==> src/rtl/lpr_pkg.sv <==
`timescale 1ns / 1ps

package lpr_pkg;

	localparam int FRAMES_DEF    = 16;
	localparam int PAGE_BITS_DEF = 16;
	localparam int CFG_W         = 5;
	localparam int MISS_W        = 32;
	localparam int USER_W        = 2;

	typedef struct packed {
		logic capture;
		logic lookup;
		logic commit;
	} lpr_cmd_t;

endpackage

==> src/rtl/lru_page_replacement.sv <==
`timescale 1ns / 1ps

// Fully associative LRU page-replacement engine. Each slave transfer carries one page
// reference; each master transfer carries its result: hit and eviction flags on m_tuser,
// the evicted page, the occupancy and the saturating miss count on m_tdata. A reference
// passes through capture, a parallel tag and recency lookup over all frames and a commit of
// the frame table; the commit waits while an undrained result holds the output register. The
// next reference is taken only after the last one commits, but while its result still waits in
// the output register. The capacity register may be written only while the block is idle; zero
// acts as one and values above FRAMES act as FRAMES. Lowering it never flushes pages.
module lru_page_replacement #(
	parameter int FRAMES    = lpr_pkg::FRAMES_DEF,
	parameter int PAGE_BITS = lpr_pkg::PAGE_BITS_DEF
) (
	input  logic                                                 clk,
	input  logic                                                 arst_n,
	input  logic                                                 s_tvalid,
	output logic                                                 s_tready,
	// page
	input  logic [((PAGE_BITS+7)/8)*8-1:0]                       s_tdata,
	output logic                                                 m_tvalid,
	input  logic                                                 m_tready,
	// evicted_page, occupancy, miss_total
	output logic [((PAGE_BITS+$clog2(FRAMES+1)+lpr_pkg::MISS_W+7)/8)*8-1:0] m_tdata,
	// hit, evicted_valid
	output logic [lpr_pkg::USER_W-1:0]                           m_tuser,
	input  logic                                                 cfg_we,
	input  logic [lpr_pkg::CFG_W-1:0]                            cfg_wdata
);

	localparam int OCC_W   = $clog2(FRAMES + 1);
	localparam int OUT_RAW = PAGE_BITS + OCC_W + lpr_pkg::MISS_W;
	localparam int OUT_W   = ((OUT_RAW + 7) / 8) * 8;

	lpr_pkg::lpr_cmd_t          cmd;
	logic                       out_hit;
	logic                       out_ev_valid;
	logic [PAGE_BITS-1:0]       out_ev_page;
	logic [OCC_W-1:0]           out_occ;
	logic [lpr_pkg::MISS_W-1:0] out_miss;

	lpr_ctrl u_ctrl (
		.clk      (clk),
		.arst_n   (arst_n),
		.s_tvalid (s_tvalid),
		.s_tready (s_tready),
		.m_tvalid (m_tvalid),
		.m_tready (m_tready),
		.cmd      (cmd)
	);

	lpr_datapath #(
		.FRAMES    (FRAMES),
		.PAGE_BITS (PAGE_BITS)
	) u_datapath (
		.clk          (clk),
		.arst_n       (arst_n),
		.cmd          (cmd),
		.in_page      (s_tdata[PAGE_BITS-1:0]),
		.cfg_we       (cfg_we),
		.cfg_wdata    (cfg_wdata),
		.out_hit      (out_hit),
		.out_ev_valid (out_ev_valid),
		.out_ev_page  (out_ev_page),
		.out_occ      (out_occ),
		.out_miss     (out_miss)
	);

	assign m_tdata = OUT_W'({out_miss, out_occ, out_ev_page});
	assign m_tuser = {out_ev_valid, out_hit};

endmodule

==> src/rtl/lpr_ctrl.sv <==
`timescale 1ns / 1ps

module lpr_ctrl (
	input  logic              clk,
	input  logic              arst_n,
	input  logic              s_tvalid,
	output logic              s_tready,
	output logic              m_tvalid,
	input  logic              m_tready,
	output lpr_pkg::lpr_cmd_t cmd
);

	typedef enum logic [1:0] {
		IDLE,
		LOOKUP,
		COMMIT
	} state_t;

	state_t state_q;
	logic   out_valid_q;
	logic   commit_ok;

	// result register is free or being drained this cycle
	assign commit_ok   = !out_valid_q || m_tready;
	assign cmd.capture = (state_q == IDLE) && s_tvalid;
	assign cmd.lookup  = (state_q == LOOKUP);
	assign cmd.commit  = (state_q == COMMIT) && commit_ok;
	assign s_tready    = (state_q == IDLE);
	assign m_tvalid    = out_valid_q;

	always_ff @(posedge clk or negedge arst_n) begin
		if (!arst_n) begin
			state_q     <= IDLE;
			out_valid_q <= 1'b0;
		end else begin
			unique case (state_q)
				IDLE: begin
					if (s_tvalid) state_q <= LOOKUP;
				end
				LOOKUP: begin
					state_q <= COMMIT;
				end
				COMMIT: begin
					if (commit_ok) state_q <= IDLE;
				end
				default: begin
					state_q <= IDLE;
				end
			endcase
			if (cmd.commit) begin
				out_valid_q <= 1'b1;
			end else if (m_tready) begin
				out_valid_q <= 1'b0;
			end
		end
	end

endmodule

==> src/rtl/lpr_datapath.sv <==
`timescale 1ns / 1ps

module lpr_datapath #(
	parameter int FRAMES    = lpr_pkg::FRAMES_DEF,
	parameter int PAGE_BITS = lpr_pkg::PAGE_BITS_DEF
) (
	input  logic                       clk,
	input  logic                       arst_n,
	input  lpr_pkg::lpr_cmd_t          cmd,
	input  logic [PAGE_BITS-1:0]       in_page,
	input  logic                       cfg_we,
	input  logic [lpr_pkg::CFG_W-1:0]  cfg_wdata,
	output logic                       out_hit,
	output logic                       out_ev_valid,
	output logic [PAGE_BITS-1:0]       out_ev_page,
	output logic [$clog2(FRAMES+1)-1:0] out_occ,
	output logic [lpr_pkg::MISS_W-1:0] out_miss
);

	localparam int OCC_W  = $clog2(FRAMES + 1);
	localparam int RANK_W = (FRAMES > 1) ? $clog2(FRAMES) : 1;
	localparam int CMP_W  = (OCC_W > lpr_pkg::CFG_W) ? OCC_W : lpr_pkg::CFG_W;

	// frame table and recency state
	logic [PAGE_BITS-1:0]          frame_page_q [FRAMES];
	logic [FRAMES-1:0]             valid_q;
	logic [RANK_W-1:0]             rank_q [FRAMES];
	logic [OCC_W-1:0]              count_q;
	logic [lpr_pkg::MISS_W-1:0]    miss_q;
	logic [lpr_pkg::CFG_W-1:0]     cap_q;

	// captured reference and lookup results
	logic [PAGE_BITS-1:0]          page_q;
	logic [FRAMES-1:0]             match_q;
	logic [FRAMES-1:0]             victim_q;
	logic [FRAMES-1:0]             slot_q;
	logic                          hit_q;

	logic [FRAMES-1:0]             match_d;
	logic [FRAMES-1:0]             lru_d;
	logic [FRAMES-1:0]             victim_d;
	logic [FRAMES-1:0]             free_d;
	logic [FRAMES-1:0]             slot_d;
	logic [RANK_W-1:0]             last_rank;
	logic                          full_d;

	logic [PAGE_BITS-1:0]          ev_page;
	logic [RANK_W-1:0]             hit_rank;
	logic                          ev_valid;
	logic [OCC_W-1:0]              count_new;
	logic [lpr_pkg::MISS_W-1:0]    miss_new;

	assign last_rank = RANK_W'(count_q - OCC_W'(1));
	// capacity zero acts as one since count is nonzero here
	assign full_d = (count_q != '0) &&
		((count_q == OCC_W'(FRAMES)) || (CMP_W'(count_q) >= CMP_W'(cap_q)));

	always_comb begin
		for (int i = 0; i < FRAMES; i++) begin
			match_d[i] = valid_q[i] && (frame_page_q[i] == page_q);
			lru_d[i]   = valid_q[i] && (rank_q[i] == last_rank);
		end
	end

	assign victim_d = (full_d && !(|match_d)) ? lru_d : '0;
	assign free_d   = ~(valid_q & ~victim_d);
	// lowest free frame
	assign slot_d = free_d & (~free_d + FRAMES'(1));

	always_comb begin
		ev_page  = '0;
		hit_rank = '0;
		for (int i = 0; i < FRAMES; i++) begin
			if (victim_q[i]) ev_page = ev_page | frame_page_q[i];
			if (match_q[i]) hit_rank = hit_rank | rank_q[i];
		end
	end

	assign ev_valid  = |victim_q;
	assign count_new = hit_q ? count_q : (ev_valid ? count_q : count_q + OCC_W'(1));
	assign miss_new  = (hit_q || (&miss_q)) ? miss_q : miss_q + lpr_pkg::MISS_W'(1);

	always_ff @(posedge clk or negedge arst_n) begin
		if (!arst_n) begin
			valid_q <= '0;
			count_q <= '0;
			miss_q  <= '0;
			cap_q   <= lpr_pkg::CFG_W'(16);
			for (int i = 0; i < FRAMES; i++) rank_q[i] <= '0;
		end else begin
			if (cfg_we) cap_q <= cfg_wdata;
			if (cmd.commit) begin
				for (int i = 0; i < FRAMES; i++) begin
					if (hit_q) begin
						if (match_q[i]) begin
							rank_q[i] <= '0;
						end else if (valid_q[i] && (rank_q[i] < hit_rank)) begin
							rank_q[i] <= rank_q[i] + RANK_W'(1);
						end
					end else begin
						// an evicted frame may be refilled at once
						if (slot_q[i]) begin
							valid_q[i] <= 1'b1;
							rank_q[i]  <= '0;
						end else if (victim_q[i]) begin
							valid_q[i] <= 1'b0;
						end else if (valid_q[i]) begin
							rank_q[i] <= rank_q[i] + RANK_W'(1);
						end
					end
				end
				count_q <= count_new;
				miss_q  <= miss_new;
			end
		end
	end

	always_ff @(posedge clk) begin
		if (cmd.capture) page_q <= in_page;
		if (cmd.lookup) begin
			match_q  <= match_d;
			victim_q <= victim_d;
			slot_q   <= slot_d;
			hit_q    <= |match_d;
		end
		if (cmd.commit) begin
			for (int i = 0; i < FRAMES; i++) begin
				if (!hit_q && slot_q[i]) frame_page_q[i] <= page_q;
			end
			out_hit      <= hit_q;
			out_ev_valid <= ev_valid;
			out_ev_page  <= ev_page;
			out_occ      <= count_new;
			out_miss     <= miss_new;
		end
	end

`ifndef NO_ASSERTIONS
	a_count_matches_valid: assert property (@(posedge clk) disable iff (!arst_n)
		count_q == OCC_W'($countones(valid_q)))
		else $error("resident count differs from valid frames");

	a_lookup_onehot: assert property (@(posedge clk) disable iff (!arst_n)
		cmd.lookup |=> ($onehot0(match_q) && $onehot0(victim_q) && $onehot0(slot_q)))
		else $error("lookup vectors not one-hot");

	a_miss_monotonic: assert property (@(posedge clk) disable iff (!arst_n)
		cmd.commit |=> (miss_q >= $past(miss_q)))
		else $error("miss count went down");

	a_hit_no_evict: assert property (@(posedge clk) disable iff (!arst_n)
		cmd.lookup && (|match_d) |=> !(|victim_q))
		else $error("eviction on a hit");
`endif

endmodule

==> config.mk <==
export PLATFORM = sky130hd
export DESIGN_NAME = lru_page_replacement
export DESIGN_NICKNAME = d
export VERILOG_FILES = /design/src/rtl/lpr_pkg.sv /design/src/rtl/lru_page_replacement.sv /design/src/rtl/lpr_ctrl.sv /design/src/rtl/lpr_datapath.sv
export SDC_FILE = /design/constraint.sdc
export NUM_CORES = 1
export LEC_CHECK = 0
export BUFFER_PORTS_ARGS = -buffer_cell sky130_fd_sc_hd__clkbuf_2
export CAP_MARGIN = 10
export CORE_MARGIN = 2
export CORE_UTILIZATION = 40
export CTS_BUF_LIST = sky130_fd_sc_hd__clkbuf_4
export DETAILED_ROUTE_END_ITERATION = 6
export GPL_ROUTABILITY_DRIVEN = 0
export PLACE_DENSITY_LB_ADDON = 0.25
export SYNTH_ARGS = -nofsm -noshare
export SYNTH_HDL_FRONTEND = slang
export SYNTH_SLANG_ARGS = --single-unit
==> constraint.sdc <==
create_clock -name clk -period 3.7 [get_ports clk]
set_input_delay 0.555 -clock clk [delete_from_list [all_inputs] [get_ports clk]]
set_output_delay 0.555 -clock clk [all_outputs]
set_load 0.01 [all_outputs]
Word-level counts from Yosys, hierarchy flattened
Memories as Yosys holds them, arrays and structs flattened. Cells that the tools add are included.

Register bits: 245. Bits in latches: 0. Memory bits (writable): 256. Memory bits (read-only): 0. Logic and storage cells: 552. Memories kept: 1.

Add/subtract/negate cells: 20. $mul: 0. Divide/modulo/power cells: 0. Order comparisons: 17. Eq/ne operators: 69. Shift-type cells: 0. Multiplexer cells: 217. Bitwise operators: 36. Reduce and logical (&&, ||, !) cells: 145.

Memory list: u_datapath.frame_page_q (depth 16, bits a word 16, rd ports 16, clocked after memory_dff 0, write ports 16, line lpr_datapath.sv:25) `logic [PAGE_BITS-1:0] frame_page_q [FRAMES];`.

Operators with widths (count): $mux W4 (112); $mux W16 (17); $eq A16 B16 Y1 (16); $or A16 B16 Y16 (15); $mux W1 (82); $logic_and A1 B1 Y1 (68); $add A4 B1 Y4 const B (16); $eq A4 B4 Y1 (16); $lt A4 B4 Y1 (16); $reduce_and A4 Y1 (16); $or A4 B4 Y4 (15); $ne A3 B2 Y1 const B (16); $ne A3 B3 Y1 const B (16); $not A16 Y16 (3); $reduce_and A3 Y1 (16); $reduce_bool A3 Y1 (16); $reduce_bool A2 Y1 (17); $add A32 B1 Y32 const B (1); $and A16 B16 Y16 (2); $mux W32 (1); $reduce_and A32 Y1 (1); $reduce_or A16 Y1 (2); $add A16 B1 Y16 const B (1); $mux W5 (2); other kinds (16) (21).

Depth between registers and ports, before layout
Depth after elaboration: 36. Gate-level depth with buffers: 15. Gate-level depth less buffers: 11.

Modules after synthesis
Synthesis repeated with hierarchy kept, for this count alone.

Cell total of the unflattened synthesis: 2079. Area, all modules: 25807.3 um^2.

By module, submodules not included: lpr_datapath (instances 1, cells each 2061, area an instance 25633.3 um^2); lpr_ctrl (instances 1, cells each 12, area an instance 132.6 um^2); lru_page_replacement (instances 1, cells each 6, area an instance 41.3 um^2).

Least setup slack after synthesis
No wires, ideal clock.

Kind: reg-to-reg. Start point: register u_datapath.count_q[0]. End point: register u_datapath.slot_q[15] (data pin). Library setup time: 0.190 ns. Arrival: 3.563 ns. Required time: 3.510 ns. Setup slack: -0.053 ns. Cell stages (with the launch flop): 16. Period minus slack after synthesis: 3.753 ns. Cell sequence: dfrtp_1 buf_1 buf_2 inv_1 ha_1 clkbuf_1 buf_2 xor2_1 nand4_1 o32ai_1 nor4b_1 nand2_1 o211ai_1 o21ba_2 o211ai_1 a2111oi_2.

Cells in the longest elaborated chain, start to end: 11. Elaborated cells on any way between the ends: 46. Classes of those cells: add/sub (2); order compare (1); eq/ne (17); mux (1); bitwise (5); reduce/logical (20).

RTL lines: from (decl) (line lpr_datapath.sv:28) `logic [OCC_W-1:0] count_q;`; from (signal assigned) (line lpr_datapath.sv:112) `count_q <= count_new;`; branches (longest 4 deep; another with $sub A4 B1 Y4); $mux W16 * (line lpr_datapath.sv:65) `assign victim_d = (full_d && !(|match_d)) ? lru_d : '0;`; $not A16 Y16 * (line lpr_datapath.sv:66) `assign free_d = ~(valid_q & ~victim_d);`; $and A16 B16 Y16 * (line lpr_datapath.sv:66); $not A16 Y16 * (line lpr_datapath.sv:66); $not A16 Y16 (line lpr_datapath.sv:68) `assign slot_d = free_d & (~free_d + FRAMES'(1));`; $add A16 B1 Y16 (line lpr_datapath.sv:68); $and A16 B16 Y16 * (line lpr_datapath.sv:68); via u_datapath.slot_d[15] (line lpr_datapath.sv:43) `logic [FRAMES-1:0] slot_d;`; to (signal assigned) (line lpr_datapath.sv:123) `slot_q <= slot_d;`; to (decl) (line lpr_datapath.sv:36) `logic [FRAMES-1:0] slot_q;`.

Mark *: on every way through the listed nets, which the timed path passes. A chain may end at the register's enable or synchronous reset.

Worst setup path in the final report
Start point: register u_datapath.page_q[11]. End point: register u_datapath.slot_q[15] (data pin).

Cells in the longest elaborated chain, start to end: 12. Elaborated cells on any way between the ends: 42. Classes of those cells: add/sub (1); eq/ne (16); mux (1); bitwise (5); reduce/logical (19).

RTL lines: from (decl) (line lpr_datapath.sv:33) `logic [PAGE_BITS-1:0] page_q;`; from (signal assigned) (line lpr_datapath.sv:119) `if (cmd.capture) page_q <= in_page;`; $eq A16 B16 Y1 * (line lpr_datapath.sv:60) `match_d[i] = valid_q[i] && (frame_page_q[i] == page_q);`; $logic_and A1 B1 Y1 * (line lpr_datapath.sv:60); via u_datapath.match_d[3] (line lpr_datapath.sv:39) `logic [FRAMES-1:0] match_d;`; $reduce_or A16 Y1 * (line lpr_datapath.sv:65); $logic_not A1 Y1 * (line lpr_datapath.sv:65); $logic_and A1 B1 Y1 * (line lpr_datapath.sv:65); $mux W16 * (line lpr_datapath.sv:65); $not A16 Y16 * (line lpr_datapath.sv:66); $and A16 B16 Y16 * (line lpr_datapath.sv:66); $not A16 Y16 * (line lpr_datapath.sv:66); $not A16 Y16 (line lpr_datapath.sv:68); $add A16 B1 Y16 (line lpr_datapath.sv:68); $and A16 B16 Y16 * (line lpr_datapath.sv:68); via u_datapath.slot_d[15] (line lpr_datapath.sv:43).

Mark *: on every way through the listed nets, which the timed path passes. The rest lies on a longest branch.

==> metrics.cfg <==
[status]
status=finished, violations left
violations=DRC, setup timing

[cts]
cts_root_buf=clkbuf_4
cts_buffers=137
cts_buffer_depth=3
clk_pin_slew_ns=0.07
cts_tree=done
htree_levels=4
cts.sinks=501
clk_latency_ns=1.01

[setup_path]
crit_fanout=32
timing.reg2reg.setup_slack_ns=-0.0007
endpoint_kind=flop
startpoint_type=flop
criticalPathCategory=flop to flop
crit_arrival_ns=4.49
cp.required_ns=4.49

[finish]
drive_gt1_share_pct=18.9
finalInstanceArea_um2=30700
layout_common_cells=edfxtp_1, clkbuf_4, xor2_1, xnor2_1, nand2_1
syn_to_final_growth_pct=15.1
nNetsFinal=2586
final_util_pct=46.6
final_cells=3459
final_common_cell=edfxtp_1

[timing]
rsz0062_at_grt=false
fin_skew_ns=0.0749
setup_ws_ns=-0.000680
period_minus_slack_ns=3.70
finalSetupViolations=1
tightestPinTransition_ns=1.01
min_period_over_period_pct=100
max_slew_margin_pct=32.8
drv_slew=0
fmaxAchievable_ghz=0.270
hold_violations=0
hold_ws_ns=0.215

[floorplanning]
die_y_um=262
die_area_um2=68800
core_area_um2=65900
start_util_pct=40.5
rows=94
ios=86
die_width_um=262

[pwr]
comb_power_share_pct=31.7
p_per_area_nw_per_um2=639
total_power_uw=19600
p_seq_share_pct=42.2
internal_power_uw=12000
power.leakage_uw=0.0116
switching_share_pct=39.0
ir_worst_vdd_mv=0.255
power_switching_uw=7650
p_clk_share_pct=26.2

[synth]
synth_top_area_share_pct=42.3
ys_warn_count=0
synth_ff_type=edfxtp_1
async_reset_ff_share_pct=25.0
synth.largest_area_cell=edfxtp_1
avgSynthCellArea_um2=12.0
synth.yosys.seq_area_share_pct=54.1
synth_edf_count=376
netlist_area_um2=26700
ys_ff_latch=501
syn_inst=2216
synthDistinctLibCells=72
synth_area_leaders=edfxtp_1, dfrtp_1, xor2_1, xnor2_1, ha_1

[route]
wl_um=97500
routed-via-count=21236
drt-initial-drc-count=3198
vias_per_cell=6.14
wl_per_cell_um=28.2
route.detailed.drc=8
dr.pass1.iters=7
postRouteAntennaNets=0

[hold_path]
min_path_type=primary input to async pin

[global_routing]
met3_usage_pct=7.18
grt_max_degree=85
antenna_found_initial=2
grt_usage_pct=27.9
grt_pass1_vias=20513
grt_pass1_wl_um=141000
grt-busiest-layer=met2
overflow=0
grt_use_met2_pct=41.4
grt_use_met1_pct=36.3

[placement]
dpl.hpwl_um=68700
dp.cells=3175
placement.io_buffers=82
postPlaceCellArea_um2=28500

[flow_run]
cap_violations=0

registers in the layout (all words and copies together) (netlist names):
register	cells
u_datapath.match_q	16
u_datapath.slot_q	16
u_datapath.count_q	5
u_ctrl.m_tvalid	1
u_datapath.victim_q	16
u_datapath.out_ev_valid	1
u_datapath.out_hit	1
u_datapath.out_occ	5
u_datapath.hit_q	1
u_datapath.miss_q	32
u_datapath.cap_q	5
u_datapath.frame_page_q	256
u_ctrl.state_q	2
u_datapath.out_ev_page	16
u_datapath.rank_q	64
u_datapath.page_q	16
u_datapath.out_miss	32
u_datapath.valid_q	16
synthesized netlist by cell type, types with 6 or more instances:
library cell  number
a21o_1            32
a21oi_1           33
a221oi_1          74
a22o_1            73
a22oi_1           15
and2_1             6
and3_1            25
buf_1              9
buf_12             9
buf_4             13
buf_6             13
clkbuf_1          58
dfrtp_1          124
edfxtp_1         376
ha_1              73
inv_1             49
mux2_2            14
mux2i_1           21
nand2_1          157
nand2b_1           8
nand3_1           86
nand3b_1          13
nand4_1           63
nor2_1            95
nor2b_1           13
nor3_1            48
nor3b_1           13
nor4_1            60
nor4b_1           28
o21a_1            36
o21ai_0           70
o31ai_1           15
or3_1             11
or4_1             13
xnor2_1          171
xnor3_1            6
xor2_1           206
xor2_2             7
metrics by stage:
step,setup slack [ns],TNS [ns]
6_report,-0.000680,-0.000680
4_1_cts,0.0357,0
2_1_floorplan,0.175,0
3_3_place_gp,0.102,0
5_1_grt,0.00667,0
3_5_place_dp,0.0826,0
final cells by class:
cell class	instances	area, µm²
Fill cell	6011	35200
Sequential cell	501	14400
Multi-Input combinational cell	1556	11400
Timing Repair Buffer	242	1890
Clock buffer	212	1590
Tap cell	864	1080
Inverter	49	186
Clock inverter	32	170
Antenna cell	3	7.51
power by group through the flow:
stage / sequential (µW) / combinational [µW] / clock, µW
2_1_floorplan: 7860 / 3750 / 0
3_3_place_gp: 8290 / 5770 / 0
3_5_place_dp: 8310 / 5970 / 0
4_1_cts: 8210 / 6020 / 5240
5_1_grt: 8320 / 6620 / 5530
6_report: 8270 / 6210 / 5140
final timing paths:
kind	from	end	cells past startpoint
max in group asynchronous	arst_n	u_datapath.valid_q[1]$_DFFE_PN0P_	3
min reg2reg	u_datapath.miss_q[26]$_DFFE_PN0P_	u_datapath.miss_q[26]$_DFFE_PN0P_	1
min in group clk	s_tdata[13]	u_datapath.page_q[13]$_DFFE_PP_	2
min	arst_n	u_datapath.miss_q[3]$_DFFE_PN0P_	2
max reg2reg	u_datapath.page_q[11]$_DFFE_PP_	u_datapath.slot_q[15]$_DFFE_PN_	11
max	u_datapath.page_q[11]$_DFFE_PP_	u_datapath.slot_q[15]$_DFFE_PN_	11
what timing repair did:
item                                    CTS  global route
resized for setup                         0             7
hold buffers                             33             0
endpoints found under the setup margin    0             8
endpoints found under the hold margin   107             0
buffers inserted                          0             4
worst max-delay path, cell delays in order (launching register included):
cell       delay [ns]
edfxtp_1         0.41
buf_12           0.19
xor2_1           0.62
nor4_1           0.10
nand2_1          0.10
nor4_1           0.09
nor4_1           0.30
nand4_1          0.29
or2_1            0.34
buf_12           0.17
or4_4            0.55
a2111oi_2        0.35
cell families after synthesis:
family / share of synthesized area (%)
other: 0.0141
adders and majority gates: 3.42
AOI/OAI and AO/OA: 10.6
and+or+nand+nor: 13.6
xor gates and xnor gates: 13.3
DFF: 54.1
muxes: 1.38
buffers and inverters: 3.60
routing by layer:
layer / up-vias / wire, µm
met5: - / 0
met4: 0 / 6450
met3: 348 / 10700
met1: 10420 / 37900
li1: 8945 / -
met2: 1523 / 42400
(Power assumes the default switching activity.)
